--- src/design/qmlt_pkg.sv ---
// qmlt_pkg: shared types and constants for the queued message log transmitter
// no dependencies; imported by every module of the block
package qmlt_pkg;

  localparam int unsigned NumMessages   = 8;
  localparam int unsigned MessageLength = 32;
  localparam int unsigned RowW          = 3;
  localparam int unsigned PosW          = 5;
  localparam int unsigned AddrW         = RowW + PosW;
  localparam int unsigned CountOutW     = 4;

  typedef enum logic [1:0] {
    FuncLoad    = 2'd0,
    FuncRequest = 2'd1,
    FuncSend    = 2'd2,
    FuncTick    = 2'd3
  } func_e;

  typedef struct packed {
    logic [CountOutW-1:0] queued_count;
    logic                 tx_enabled;
    logic [7:0]           char_out;
    logic                 slot_granted;
    logic                 char_valid;
    logic                 last_char;
  } result_t;

  typedef struct packed {
    logic             en;
    logic [AddrW-1:0] addr;
    logic [7:0]       data;
  } mem_wr_t;

  typedef struct packed {
    logic [AddrW-1:0] addr_a;
    logic [AddrW-1:0] addr_b;
  } mem_rd_t;

endpackage

--- src/design/qmlt_msg_store.sv ---
// qmlt_msg_store: message byte table with per-entry valid bits and two registered reads
// depends on qmlt_pkg
module qmlt_msg_store (
  input  logic              clk_i,
  input  logic              rst_ni,
  input  qmlt_pkg::mem_wr_t wr_i,
  input  qmlt_pkg::mem_rd_t rd_i,
  output logic [7:0]        byte_a_o,
  output logic [7:0]        byte_b_o
);
  import qmlt_pkg::*;

  localparam int unsigned Depth = NumMessages * MessageLength;

  logic [7:0]       mem [Depth];
  logic [Depth-1:0] valid_q;
  logic [7:0]       rd_a_q, rd_b_q;
  logic             hit_a_q, hit_b_q;
  logic             byp_a, byp_b;

  assign byp_a = wr_i.en && (wr_i.addr == rd_i.addr_a);
  assign byp_b = wr_i.en && (wr_i.addr == rd_i.addr_b);

  always_ff @(posedge clk_i) begin
    if (wr_i.en) begin
      mem[wr_i.addr] <= wr_i.data;
    end
    rd_a_q <= byp_a ? wr_i.data : mem[rd_i.addr_a];
    rd_b_q <= byp_b ? wr_i.data : mem[rd_i.addr_b];
  end

  // entries never written read as zero
  always_ff @(posedge clk_i or negedge rst_ni) begin
    if (!rst_ni) begin
      valid_q <= '0;
      hit_a_q <= 1'b0;
      hit_b_q <= 1'b0;
    end else begin
      if (wr_i.en) begin
        valid_q[wr_i.addr] <= 1'b1;
      end
      hit_a_q <= byp_a || valid_q[rd_i.addr_a];
      hit_b_q <= byp_b || valid_q[rd_i.addr_b];
    end
  end

  assign byte_a_o = hit_a_q ? rd_a_q : 8'd0;
  assign byte_b_o = hit_b_q ? rd_b_q : 8'd0;

endmodule

--- src/design/qmlt_ctrl.sv ---
// qmlt_ctrl: id queue, reservation, send sequencing and result formation
// depends on qmlt_pkg; reads prefetched bytes from qmlt_msg_store
module qmlt_ctrl #(
  parameter int unsigned QUEUE_DEPTH = 8
) (
  input  logic                          clk_i,
  input  logic                          rst_ni,
  input  logic                          fire_i,
  input  qmlt_pkg::func_e               func_i,
  input  logic [qmlt_pkg::RowW-1:0]     msg_id_i,
  input  logic [qmlt_pkg::PosW-1:0]     char_index_i,
  input  logic [7:0]                    char_byte_i,
  input  logic [7:0]                    byte_a_i,
  input  logic [7:0]                    byte_b_i,
  output qmlt_pkg::mem_wr_t             wr_o,
  output qmlt_pkg::mem_rd_t             rd_o,
  output qmlt_pkg::result_t             res_o
);
  import qmlt_pkg::*;

  localparam int unsigned PtrW = (QUEUE_DEPTH > 1) ? $clog2(QUEUE_DEPTH) : 1;
  localparam int unsigned CntW = $clog2(QUEUE_DEPTH + 1);
  localparam logic [PtrW-1:0] PtrLast = PtrW'(QUEUE_DEPTH - 1);
  localparam logic [CntW-1:0] CntFull = CntW'(QUEUE_DEPTH);
  localparam logic [PosW-1:0] PosLast = PosW'(MessageLength - 1);

  logic [RowW-1:0] fifo_q [QUEUE_DEPTH];
  logic [PtrW-1:0] head_q, head_d, tail_q, tail_d;
  logic [CntW-1:0] cnt_q, cnt_d;
  logic            pend_q, pend_d;
  logic            send_q, send_d;
  logic            tx_q, tx_d;
  logic [RowW-1:0] cur_q, cur_d;
  logic [PosW-1:0] pos_q, pos_d;
  logic            fifo_we;
  logic [PosW-1:0] pos_eff;
  logic            full;
  logic            last;
  logic [RowW-1:0] head_id;
  logic [RowW-1:0] pf_row;
  logic [PosW-1:0] pf_pos;

  assign full = (cnt_q == CntFull);

  always_comb begin
    head_d  = head_q;
    tail_d  = tail_q;
    cnt_d   = cnt_q;
    pend_d  = pend_q;
    send_d  = send_q;
    tx_d    = tx_q;
    cur_d   = cur_q;
    pos_d   = pos_q;
    fifo_we = 1'b0;
    wr_o    = '0;
    res_o   = '0;
    pos_eff = send_q ? pos_q : '0;
    last    = (pos_eff == PosLast) || (byte_b_i == 8'd0);
    if (fire_i) begin
      case (func_i)
        FuncLoad: begin
          wr_o.en   = (32'(msg_id_i) < NumMessages) && (32'(char_index_i) < MessageLength);
          wr_o.addr = {msg_id_i, char_index_i};
          wr_o.data = char_byte_i;
        end
        FuncRequest: begin
          if (!full && !pend_q) begin
            pend_d = 1'b1;
            res_o.slot_granted = 1'b1;
          end
        end
        FuncSend: begin
          if (pend_q) begin
            if (!full) begin
              fifo_we = 1'b1;
              tail_d  = (tail_q == PtrLast) ? '0 : tail_q + 1'b1;
              cnt_d   = cnt_q + 1'b1;
            end
            pend_d = 1'b0;
          end
          tx_d = 1'b1;
        end
        FuncTick: begin
          if (tx_q) begin
            if (send_q || (cnt_q != '0)) begin
              if (!send_q) begin
                cur_d  = fifo_q[head_q];
                head_d = (head_q == PtrLast) ? '0 : head_q + 1'b1;
                cnt_d  = cnt_q - 1'b1;
              end
              res_o.char_valid = 1'b1;
              res_o.char_out   = byte_a_i;
              res_o.last_char  = last;
              send_d = !last;
              pos_d  = last ? '0 : pos_eff + 1'b1;
            end else begin
              tx_d = 1'b0;
            end
          end
        end
        default: begin
        end
      endcase
    end
    res_o.tx_enabled   = tx_d;
    res_o.queued_count = CountOutW'(cnt_d);
  end

  // prefetch the two bytes the next tick needs, from the state after this cycle
  assign head_id = (fifo_we && (tail_q == head_d)) ? msg_id_i : fifo_q[head_d];
  assign pf_row  = send_d ? cur_d : head_id;
  assign pf_pos  = send_d ? pos_d : '0;
  assign rd_o.addr_a = {pf_row, pf_pos};
  assign rd_o.addr_b = {pf_row, PosW'(pf_pos + 1'b1)};

  always_ff @(posedge clk_i) begin
    if (fifo_we) begin
      fifo_q[tail_q] <= msg_id_i;
    end
  end

  always_ff @(posedge clk_i or negedge rst_ni) begin
    if (!rst_ni) begin
      head_q <= '0;
      tail_q <= '0;
      cnt_q  <= '0;
      pend_q <= 1'b0;
      send_q <= 1'b0;
      tx_q   <= 1'b0;
      cur_q  <= '0;
      pos_q  <= '0;
    end else begin
      head_q <= head_d;
      tail_q <= tail_d;
      cnt_q  <= cnt_d;
      pend_q <= pend_d;
      send_q <= send_d;
      tx_q   <= tx_d;
      cur_q  <= cur_d;
      pos_q  <= pos_d;
    end
  end

  a_cnt_bound: assert property (@(posedge clk_i) disable iff (!rst_ni)
    cnt_q <= CntFull)
    else $error("queue count above depth");

  a_send_needs_tx: assert property (@(posedge clk_i) disable iff (!rst_ni)
    send_q |-> tx_q)
    else $error("message under way with transmitter disabled");

  a_pend_has_room: assert property (@(posedge clk_i) disable iff (!rst_ni)
    pend_q |-> (cnt_q < CntFull))
    else $error("reservation held on a full queue");

  a_pos_idle: assert property (@(posedge clk_i) disable iff (!rst_ni)
    !send_q |-> (pos_q == '0))
    else $error("character position left nonzero after message end");

endmodule

--- src/design/qmlt_out_buf.sv ---
// qmlt_out_buf: two-entry output register with skid stage for result items
// depends on qmlt_pkg
module qmlt_out_buf (
  input  logic              clk_i,
  input  logic              rst_ni,
  input  logic              in_valid_i,
  output logic              in_ready_o,
  input  qmlt_pkg::result_t in_data_i,
  output logic              out_valid_o,
  input  logic              out_ready_i,
  output qmlt_pkg::result_t out_data_o
);
  import qmlt_pkg::*;

  logic    main_vld_q, skid_vld_q;
  result_t main_q, skid_q;
  logic    in_fire;

  assign in_ready_o  = !skid_vld_q;
  assign in_fire     = in_valid_i && in_ready_o;
  assign out_valid_o = main_vld_q;
  assign out_data_o  = main_q;

  always_ff @(posedge clk_i or negedge rst_ni) begin
    if (!rst_ni) begin
      main_vld_q <= 1'b0;
      skid_vld_q <= 1'b0;
    end else if (!main_vld_q || out_ready_i) begin
      main_vld_q <= skid_vld_q || in_fire;
      skid_vld_q <= 1'b0;
    end else if (in_fire) begin
      skid_vld_q <= 1'b1;
    end
  end

  always_ff @(posedge clk_i) begin
    if (!main_vld_q || out_ready_i) begin
      main_q <= skid_vld_q ? skid_q : in_data_i;
    end else if (in_fire) begin
      skid_q <= in_data_i;
    end
  end

  a_skid_behind_main: assert property (@(posedge clk_i) disable iff (!rst_ni)
    skid_vld_q |-> main_vld_q)
    else $error("skid entry held while output register empty");

endmodule

--- src/design/queued_message_log_transmitter_top.sv ---
// queued_message_log_transmitter_top: top level of the queued message log transmitter
// depends on qmlt_pkg, qmlt_msg_store, qmlt_ctrl, qmlt_out_buf
//
// usage: every request on s_axis carries a function in tuser (load byte, request slot,
// send message, transmitter ready tick) and its operands in tdata. load writes one byte
// of the message table; request reserves a queue slot; send queues a message number
// and enables the transmitter; tick emits the next character, or disables it if none.
// every accepted request yields exactly one result on m_axis: tdata holds the reserve
// flag, the character, the enable and the queue count; tuser flags a character, tlast
// marks the last character of a message.
// output: m_axis_tvalid rises in the cycle after acceptance when the output is free.
// throughput: one request per cycle while s_axis_tready is high; a tick's two bytes
// are prefetched from the message table, from the state left by the previous request.
// reset: the message table reads as all zero, the queue is empty, no reservation is
// held and the transmitter is disabled; there is no clearing pass.
// stall: results sit in a two-entry output buffer; s_axis_tready drops only when both
// entries are full and returns in the cycle after m_axis takes a result.
module queued_message_log_transmitter_top #(
  parameter int unsigned QUEUE_DEPTH = 8
) (
  input  logic        clk_i,
  input  logic        rst_ni,
  input  logic        s_axis_tvalid,
  output logic        s_axis_tready,
  input  logic [15:0] s_axis_tdata,   // msg_id[2:0], char_index[7:3], char_byte[15:8]
  input  logic [1:0]  s_axis_tuser,   // func[1:0]
  output logic        m_axis_tvalid,
  input  logic        m_axis_tready,
  output logic [15:0] m_axis_tdata,   // slot_granted[0], char_out[8:1],
                                      // tx_enabled[9], queued_count[13:10], zero[15:14]
  output logic        m_axis_tuser,   // char_valid
  output logic        m_axis_tlast    // last_char
);
  import qmlt_pkg::*;

  logic    fire;
  func_e   func;
  mem_wr_t wr;
  mem_rd_t rd;
  logic [7:0] byte_a, byte_b;
  result_t res, out_res;

  assign fire = s_axis_tvalid && s_axis_tready;
  assign func = func_e'(s_axis_tuser);

  qmlt_msg_store u_store (
    .clk_i    (clk_i),
    .rst_ni   (rst_ni),
    .wr_i     (wr),
    .rd_i     (rd),
    .byte_a_o (byte_a),
    .byte_b_o (byte_b)
  );

  qmlt_ctrl #(
    .QUEUE_DEPTH (QUEUE_DEPTH)
  ) u_ctrl (
    .clk_i        (clk_i),
    .rst_ni       (rst_ni),
    .fire_i       (fire),
    .func_i       (func),
    .msg_id_i     (s_axis_tdata[2:0]),
    .char_index_i (s_axis_tdata[7:3]),
    .char_byte_i  (s_axis_tdata[15:8]),
    .byte_a_i     (byte_a),
    .byte_b_i     (byte_b),
    .wr_o         (wr),
    .rd_o         (rd),
    .res_o        (res)
  );

  qmlt_out_buf u_out (
    .clk_i       (clk_i),
    .rst_ni      (rst_ni),
    .in_valid_i  (s_axis_tvalid),
    .in_ready_o  (s_axis_tready),
    .in_data_i   (res),
    .out_valid_o (m_axis_tvalid),
    .out_ready_i (m_axis_tready),
    .out_data_o  (out_res)
  );

  assign m_axis_tdata = {2'b00, out_res.queued_count, out_res.tx_enabled,
                         out_res.char_out, out_res.slot_granted};
  assign m_axis_tuser = out_res.char_valid;
  assign m_axis_tlast = out_res.last_char;

endmodule

--- config.mk ---
export PLATFORM = sky130hd
export DESIGN_NAME = queued_message_log_transmitter_top
export DESIGN_NICKNAME = d
export VERILOG_FILES = /design/src/design/qmlt_pkg.sv /design/src/design/qmlt_msg_store.sv /design/src/design/qmlt_ctrl.sv /design/src/design/qmlt_out_buf.sv /design/src/design/queued_message_log_transmitter_top.sv
export SDC_FILE = /design/constraint.sdc
export NUM_CORES = 2
export LEC_CHECK = 0
export ABC_AREA = 0
export BUFFER_PORTS_ARGS = -buffer_cell sky130_fd_sc_hd__buf_2
export CORE_MARGIN = 4
export CORE_UTILIZATION = 65
export DETAILED_ROUTE_END_ITERATION = 12
export PLACE_DENSITY = 0.88
export SYNTH_ARGS = -nofsm -noshare
export SYNTH_HDL_FRONTEND = slang
export SYNTH_SLANG_ARGS = --single-unit
--- constraint.sdc ---
create_clock -name clk_i -period 16.3 [get_ports clk_i]
set_clock_uncertainty 0.05 [all_clocks]
set_input_delay 2.445 -clock clk_i [delete_from_list [all_inputs] [get_ports clk_i]]
set_output_delay 2.445 -clock clk_i [all_outputs]
set_load 0.02 [all_outputs]
Yosys cells after proc, flatten, opt, wreduce, memory -nomap -nowiden
Memory sizes are Yosys's and may differ from the RTL's. A register that Yosys moved wholly into a read port is not among the register bits.
Index checks and enable logic that the tools add are counted.
- add/subtract/negate cells: 6
- $lt $le $gt $ge: 4
- equality and inequality tests: 11
- multiplexer cells: 68
- bitwise gates (word level): 3
- reduce and logical (&&, ||, !) cells: 25
- operator list (kind ; count):
    bitwise OR 256 bit ; 1
    2-to-1 mux 3 bit ; 14
    2-to-1 mux 8 bit ; 5
    2-to-1 mux 5 bit ; 7
    2-to-1 mux 17 bit ; 2
    less-than comparator 8 x 9 -> 1 bit, second input constant ; 3
    2-to-1 mux 4 bit ; 6
    2-to-1 mux 1 bit ; 23
    binary-select mux 1 bit (select 8 bit) ; 2
    == test 8 bit ; 2
    2-to-1 mux 16 bit ; 1
    2-to-1 mux 11 bit ; 1
    adder 5 x 1 -> 5 bit, second input constant ; 2
    demux 1 bit (select 8 bit) ; 1
    greater-or-equal comparator 8 x 1 -> 1 bit, second input constant ; 1
    logical NOT 8 bit ; 1
    case mux 4 bit (2 select lines) ; 1
    adder 3 x 1 -> 3 bit, second input constant ; 2
    == test 3 bit, second input constant ; 2
    logical AND 1 bit ; 6
    logical OR 1 bit ; 6
    2-to-1 mux 2 bit ; 3
    == test 5 bit, second input constant ; 1
    logical NOT 1 bit ; 5
    other kinds (15) ; 19
- flip-flop bits (word level): 313
- bits in writable memories: 2072
- input bits: 22
- memories: 2
- memory list (name ; depth ; width ; read ports ; clocked after memory_dff ; wr ports ; RTL line ; text):
    u_store.mem ; 256 ; 8 ; 2 ; 2 ; 1 ; qmlt_msg_store.sv:15 ; logic [7:0] mem [Depth];
    u_ctrl.fifo_q ; 8 ; 3 ; 2 ; 0 ; 1 ; qmlt_ctrl.sv:27 ; logic [RowW-1:0] fifo_q [QUEUE_DEPTH];

Depth between registers and ports, before layout
- depth in word-level cells: 14
- depth in mapped cells: 30
- mapped depth without buffers: 21

Cells and area by module
From an unflattened synthesis, not the netlist that was laid out.
- cells, all modules: 6534
- area total of the unflattened synthesis: 114409.7 um^2
- modules (own cells, without submodules) (module ; instances ; cells an instance ; area each (um^2) ; seq. area each (um^2)):
    qmlt_msg_store ; 1 ; 6186 ; 110171.9 ; 68275.5
    qmlt_ctrl ; 1 ; 286 ; 2935.3 ; 1246.2
    qmlt_out_buf ; 1 ; 58 ; 1277.5 ; 1011.0
    queued_message_log_transmitter_top ; 1 ; 4 ; 25.0 ; 0.0

Worst setup path after synthesis
Ideal clock, no wire load.
- path type: input-to-reg
- from: in s_axis_tuser[0]
- to: mem u_store.mem[0][0], data pin
- arrival time: 6601 ps
- slack: 8779 ps
- stages on the path: 4
- cell sequence: clkbuf_1 > nor3_1 > clkbuf_1 > and2_1
- RTL lines (what ; RTL line ; text):
    start, declared ; queued_message_log_transmitter_top.sv:26 ; input logic [1:0] s_axis_tuser,
    end, declared ; qmlt_msg_store.sv:15 ;

==> reports/metrics.cfg <==
[status]
status=finished, violations left
failed_checks=capacitance limit, slew limit

[placed_design]
hpwl_um=218000
io_buffers=39
place_congestion=1.03
dpl_worst_slack_ns=6.93

[detailed_routing]
vias=72600
wl_um=351000
wl_per_cell_um=39.5
antenna_left=0
avgViaCountPerCell=8.17
drtIter0Drc=16200
drc=0
drt-pass1-iter-count=10

[timing]
setup_tns_ns=0
hold_violations=0
fmax_mhz=99.4
maxSlewViolCount=21
rsz0062_at_grt=false
min_period_over_period_pct=61.7
tightest_slew_ns=1.60
finalSetupViolCount=0
maxSlewHeadroom_pct=-6.96
layout_setup_ws_ns=6.24
post-route-min-period_ns=10.06

[floorplanning]
die_area_um2=170000
die_w_um=413
die_h_um=413
start_util_pct=65.5
core.rowCount=148
core-area_um2=163000
num_io_pins=42

[setup_path]
crit_path_end_kind=flop
worstPathRequired_ns=17.01
worstRegToRegCells=20
cpPeakStageDelay_ns=0.89
crit_type=flop to flop
ff2ff_setup_slack_ns=6.24
start_kind=flop
slowest_stage=buf_4
critPathMostFrequentCell=buf_4
path_cells=buf_12, buf_4, buf_4, mux4_2, o211a_1, a2111oi_0, o2111ai_1, a221oi_1, a311oi_1, a22oi_4, o21a_4, buf_4, buf_4, mux4_2, mux2_2, nand2_1, nand3_1, o211a_1, o41ai_2, o311ai_1
worstPathMaxFanout=168
rr_endpoint=u_store.hit_b_q
arrival_ns=10.76

[global_routing]
grt_pass1_vias=70500
top_usage_layer=met2
track_usage_pct=41.4
grt_pass1_wl_um=502000
grtUsageMet3_pct=18.3
met2_usage_pct=60.0
antenna_found_initial=45
met1_usage_pct=50.5
gr-total-overflow=0
grt_max_degree=196

[synth]
avgSynthCellArea_um2=16.3
synth.distinct_cells=94
synth_area_um2=107000
synth_edf_count=2104
ys_seq_elements=2398
syn_inst=6529
ys_seq_area_share_pct=66.1
async_flop_share_pct=11.7
synth_ff_type=edfxtp_1
yosys_warnings=0

[cells_and_area]
area_growth_pct=9.02
layout_common_cells=2104 x edfxtp_1, 780 x mux4_2, 677 x nor2_1, 429 x nor3_1, 308 x a21oi_1
multi_input_area_um2=34100
final_core_util_pct=71.4
final_common_cell=edfxtp_1
drive_gt1_share_pct=24.2
final_nets=6514
fill_cells=8959
seqCellArea_um2=70500

[clock_tree]
clock-sinks=2398
cts_buffers=221
cts_resized=0
h-tree-depth=4
cts_tree=built
clk_latency_ns=0.94
clk_path_buf_depth=3
cts_hold_buffers=0
cts-root-buf=clkbuf_16
cts.clk_slew.worst_paths_ns=0.07
postCtsSetupRepairBufs=0

[worst_hold_path]
min_to=u_store.valid_q[199]
min_from=u_store.valid_q[199]
hold_depth=2
hp-class=flop to flop

[run]
drv_cap=3

[power]
p_leak_uw=0.0411
cellPowerDensity_nw_per_um2=121
ir_drop_v=0.000126

per-stage QoR:
| stage | std cells | area (um2) | total power (uW) | hold WS, ns |
|---|---|---|---|---|
| floorplan | 6530 | 107000 | 8090 | 0.398 |
| global placement | 8435 | 109000 | 8630 | 0.411 |
| detailed placement | 8435 | 109000 | 8690 | 0.424 |
| CTS | 8847 | 116000 | 13900 | 0.439 |
| global route | 8849 | 116000 | 14400 | 0.454 |
| finish | 8884 | 116000 | 14100 | 0.442 |
cell type report:
cell class | count | share of cell area, %
diodes | 36 | 0.0775
clock buffers | 272 | 5.07
clock inverters | 140 | 1.35
inverters | 35 | 0.113
multi-input cells | 3665 | 29.3
flip-flops and latches | 2398 | 60.7
well taps | 2175 | 2.34
repair buffers | 163 | 1.04
layer usage:
layer	wire [um]	vias to the layer above
li1	-	26500
met4	32600	28
met5	242	-
met2	153000	8673
met3	62400	2147
met1	103000	35300
cells in the mapped netlist, drive strengths merged, types with 18 or more instances:
| master | n | area (um2) |
|---|---|---|
| dfrtp | 281 | 7030 |
| a21oi | 309 | 1550 |
| a2111oi | 23 | 201 |
| mux4 | 780 | 17600 |
| mux2 | 25 | 282 |
| mux2i | 63 | 631 |
| nand2 | 182 | 686 |
| a211oi | 200 | 1510 |
| o21ai | 65 | 329 |
| nor3 | 430 | 2150 |
| a211o | 18 | 158 |
| o221ai | 51 | 447 |
| o211ai | 23 | 173 |
| inv | 34 | 128 |
| nor4 | 75 | 475 |
| nor2 | 680 | 2550 |
| or4 | 26 | 195 |
| nand2b | 18 | 113 |
| o22ai | 41 | 257 |
| o311ai | 37 | 324 |
| clkbuf | 198 | 743 |
| or2 | 261 | 1630 |
| a31oi | 24 | 150 |
| and2 | 21 | 131 |
| buf | 234 | 1260 |
| or3 | 22 | 138 |
| nand3 | 47 | 235 |
| edfxtp | 2104 | 63200 |
critical path, delay by kind of cell (launching register included):
family / cells / cell delay, ns
muxes: 3 / 1.50
AOI/OAI and AO/OA: 10 / 3.48
and+or+nand+nor: 2 / 0.15
DFF: 1 / 0.52
buffers and inverters: 5 / 3.77
logic make-up (layout without fill, tap and decap cells):
group | Yosys count | count (layout) | synth area share (%)
flops | 2398 | 2398 | 66.1
simple gates | 1836 | 1836 | 8.31
compound gates | 932 | 932 | 5.96
mux | 868 | 868 | 17.3
buf+inv | 467 | 610 | 2.00
xor+xnor | 19 | 19 | 0.156
fa+ha+maj | 8 | 8 | 0.0939
other cells | 1 | 38 | 0.00352
power by group:
group	internal [uW]	switching, uW	leakage [uW]
Clock	2980	2410	0.00363
Combinational	675	1250	0.0113
Sequential	6680	98.8	0.0262
Total	10300	3750	0.0411
registers in the layout (all words and copies together) (netlist names), 3 cells and up, named ones only:
| register | count |
|---|---|
| u_store.mem | 2048 |
| u_store.valid_q | 256 |
| u_ctrl.fifo_q | 24 |
| u_out.out_data_o | 16 |
| u_out.skid_q | 16 |
| u_ctrl.pos_q | 5 |
| u_ctrl.cnt_q | 4 |
| u_ctrl.cur_q | 3 |
| u_ctrl.head_q | 3 |
| u_ctrl.tail_q | 3 |
worst max path at each step:
| stage | startpoint | end | slack [ns] |
|---|---|---|---|
| detailed placement | flop | u_store.hit_b_q | 6.93 |
| CTS | flop | u_store.hit_b_q | 6.79 |
| global placement | flop | u_store.hit_b_q | 7.09 |
| finish | flop | u_store.hit_b_q | 6.24 |
| floorplan | s_axis_tuser[0] | u_store.mem[0][0] | 8.78 |
| global route | flop | u_store.hit_b_q | 6.12 |
(Power assumes the default switching activity.)
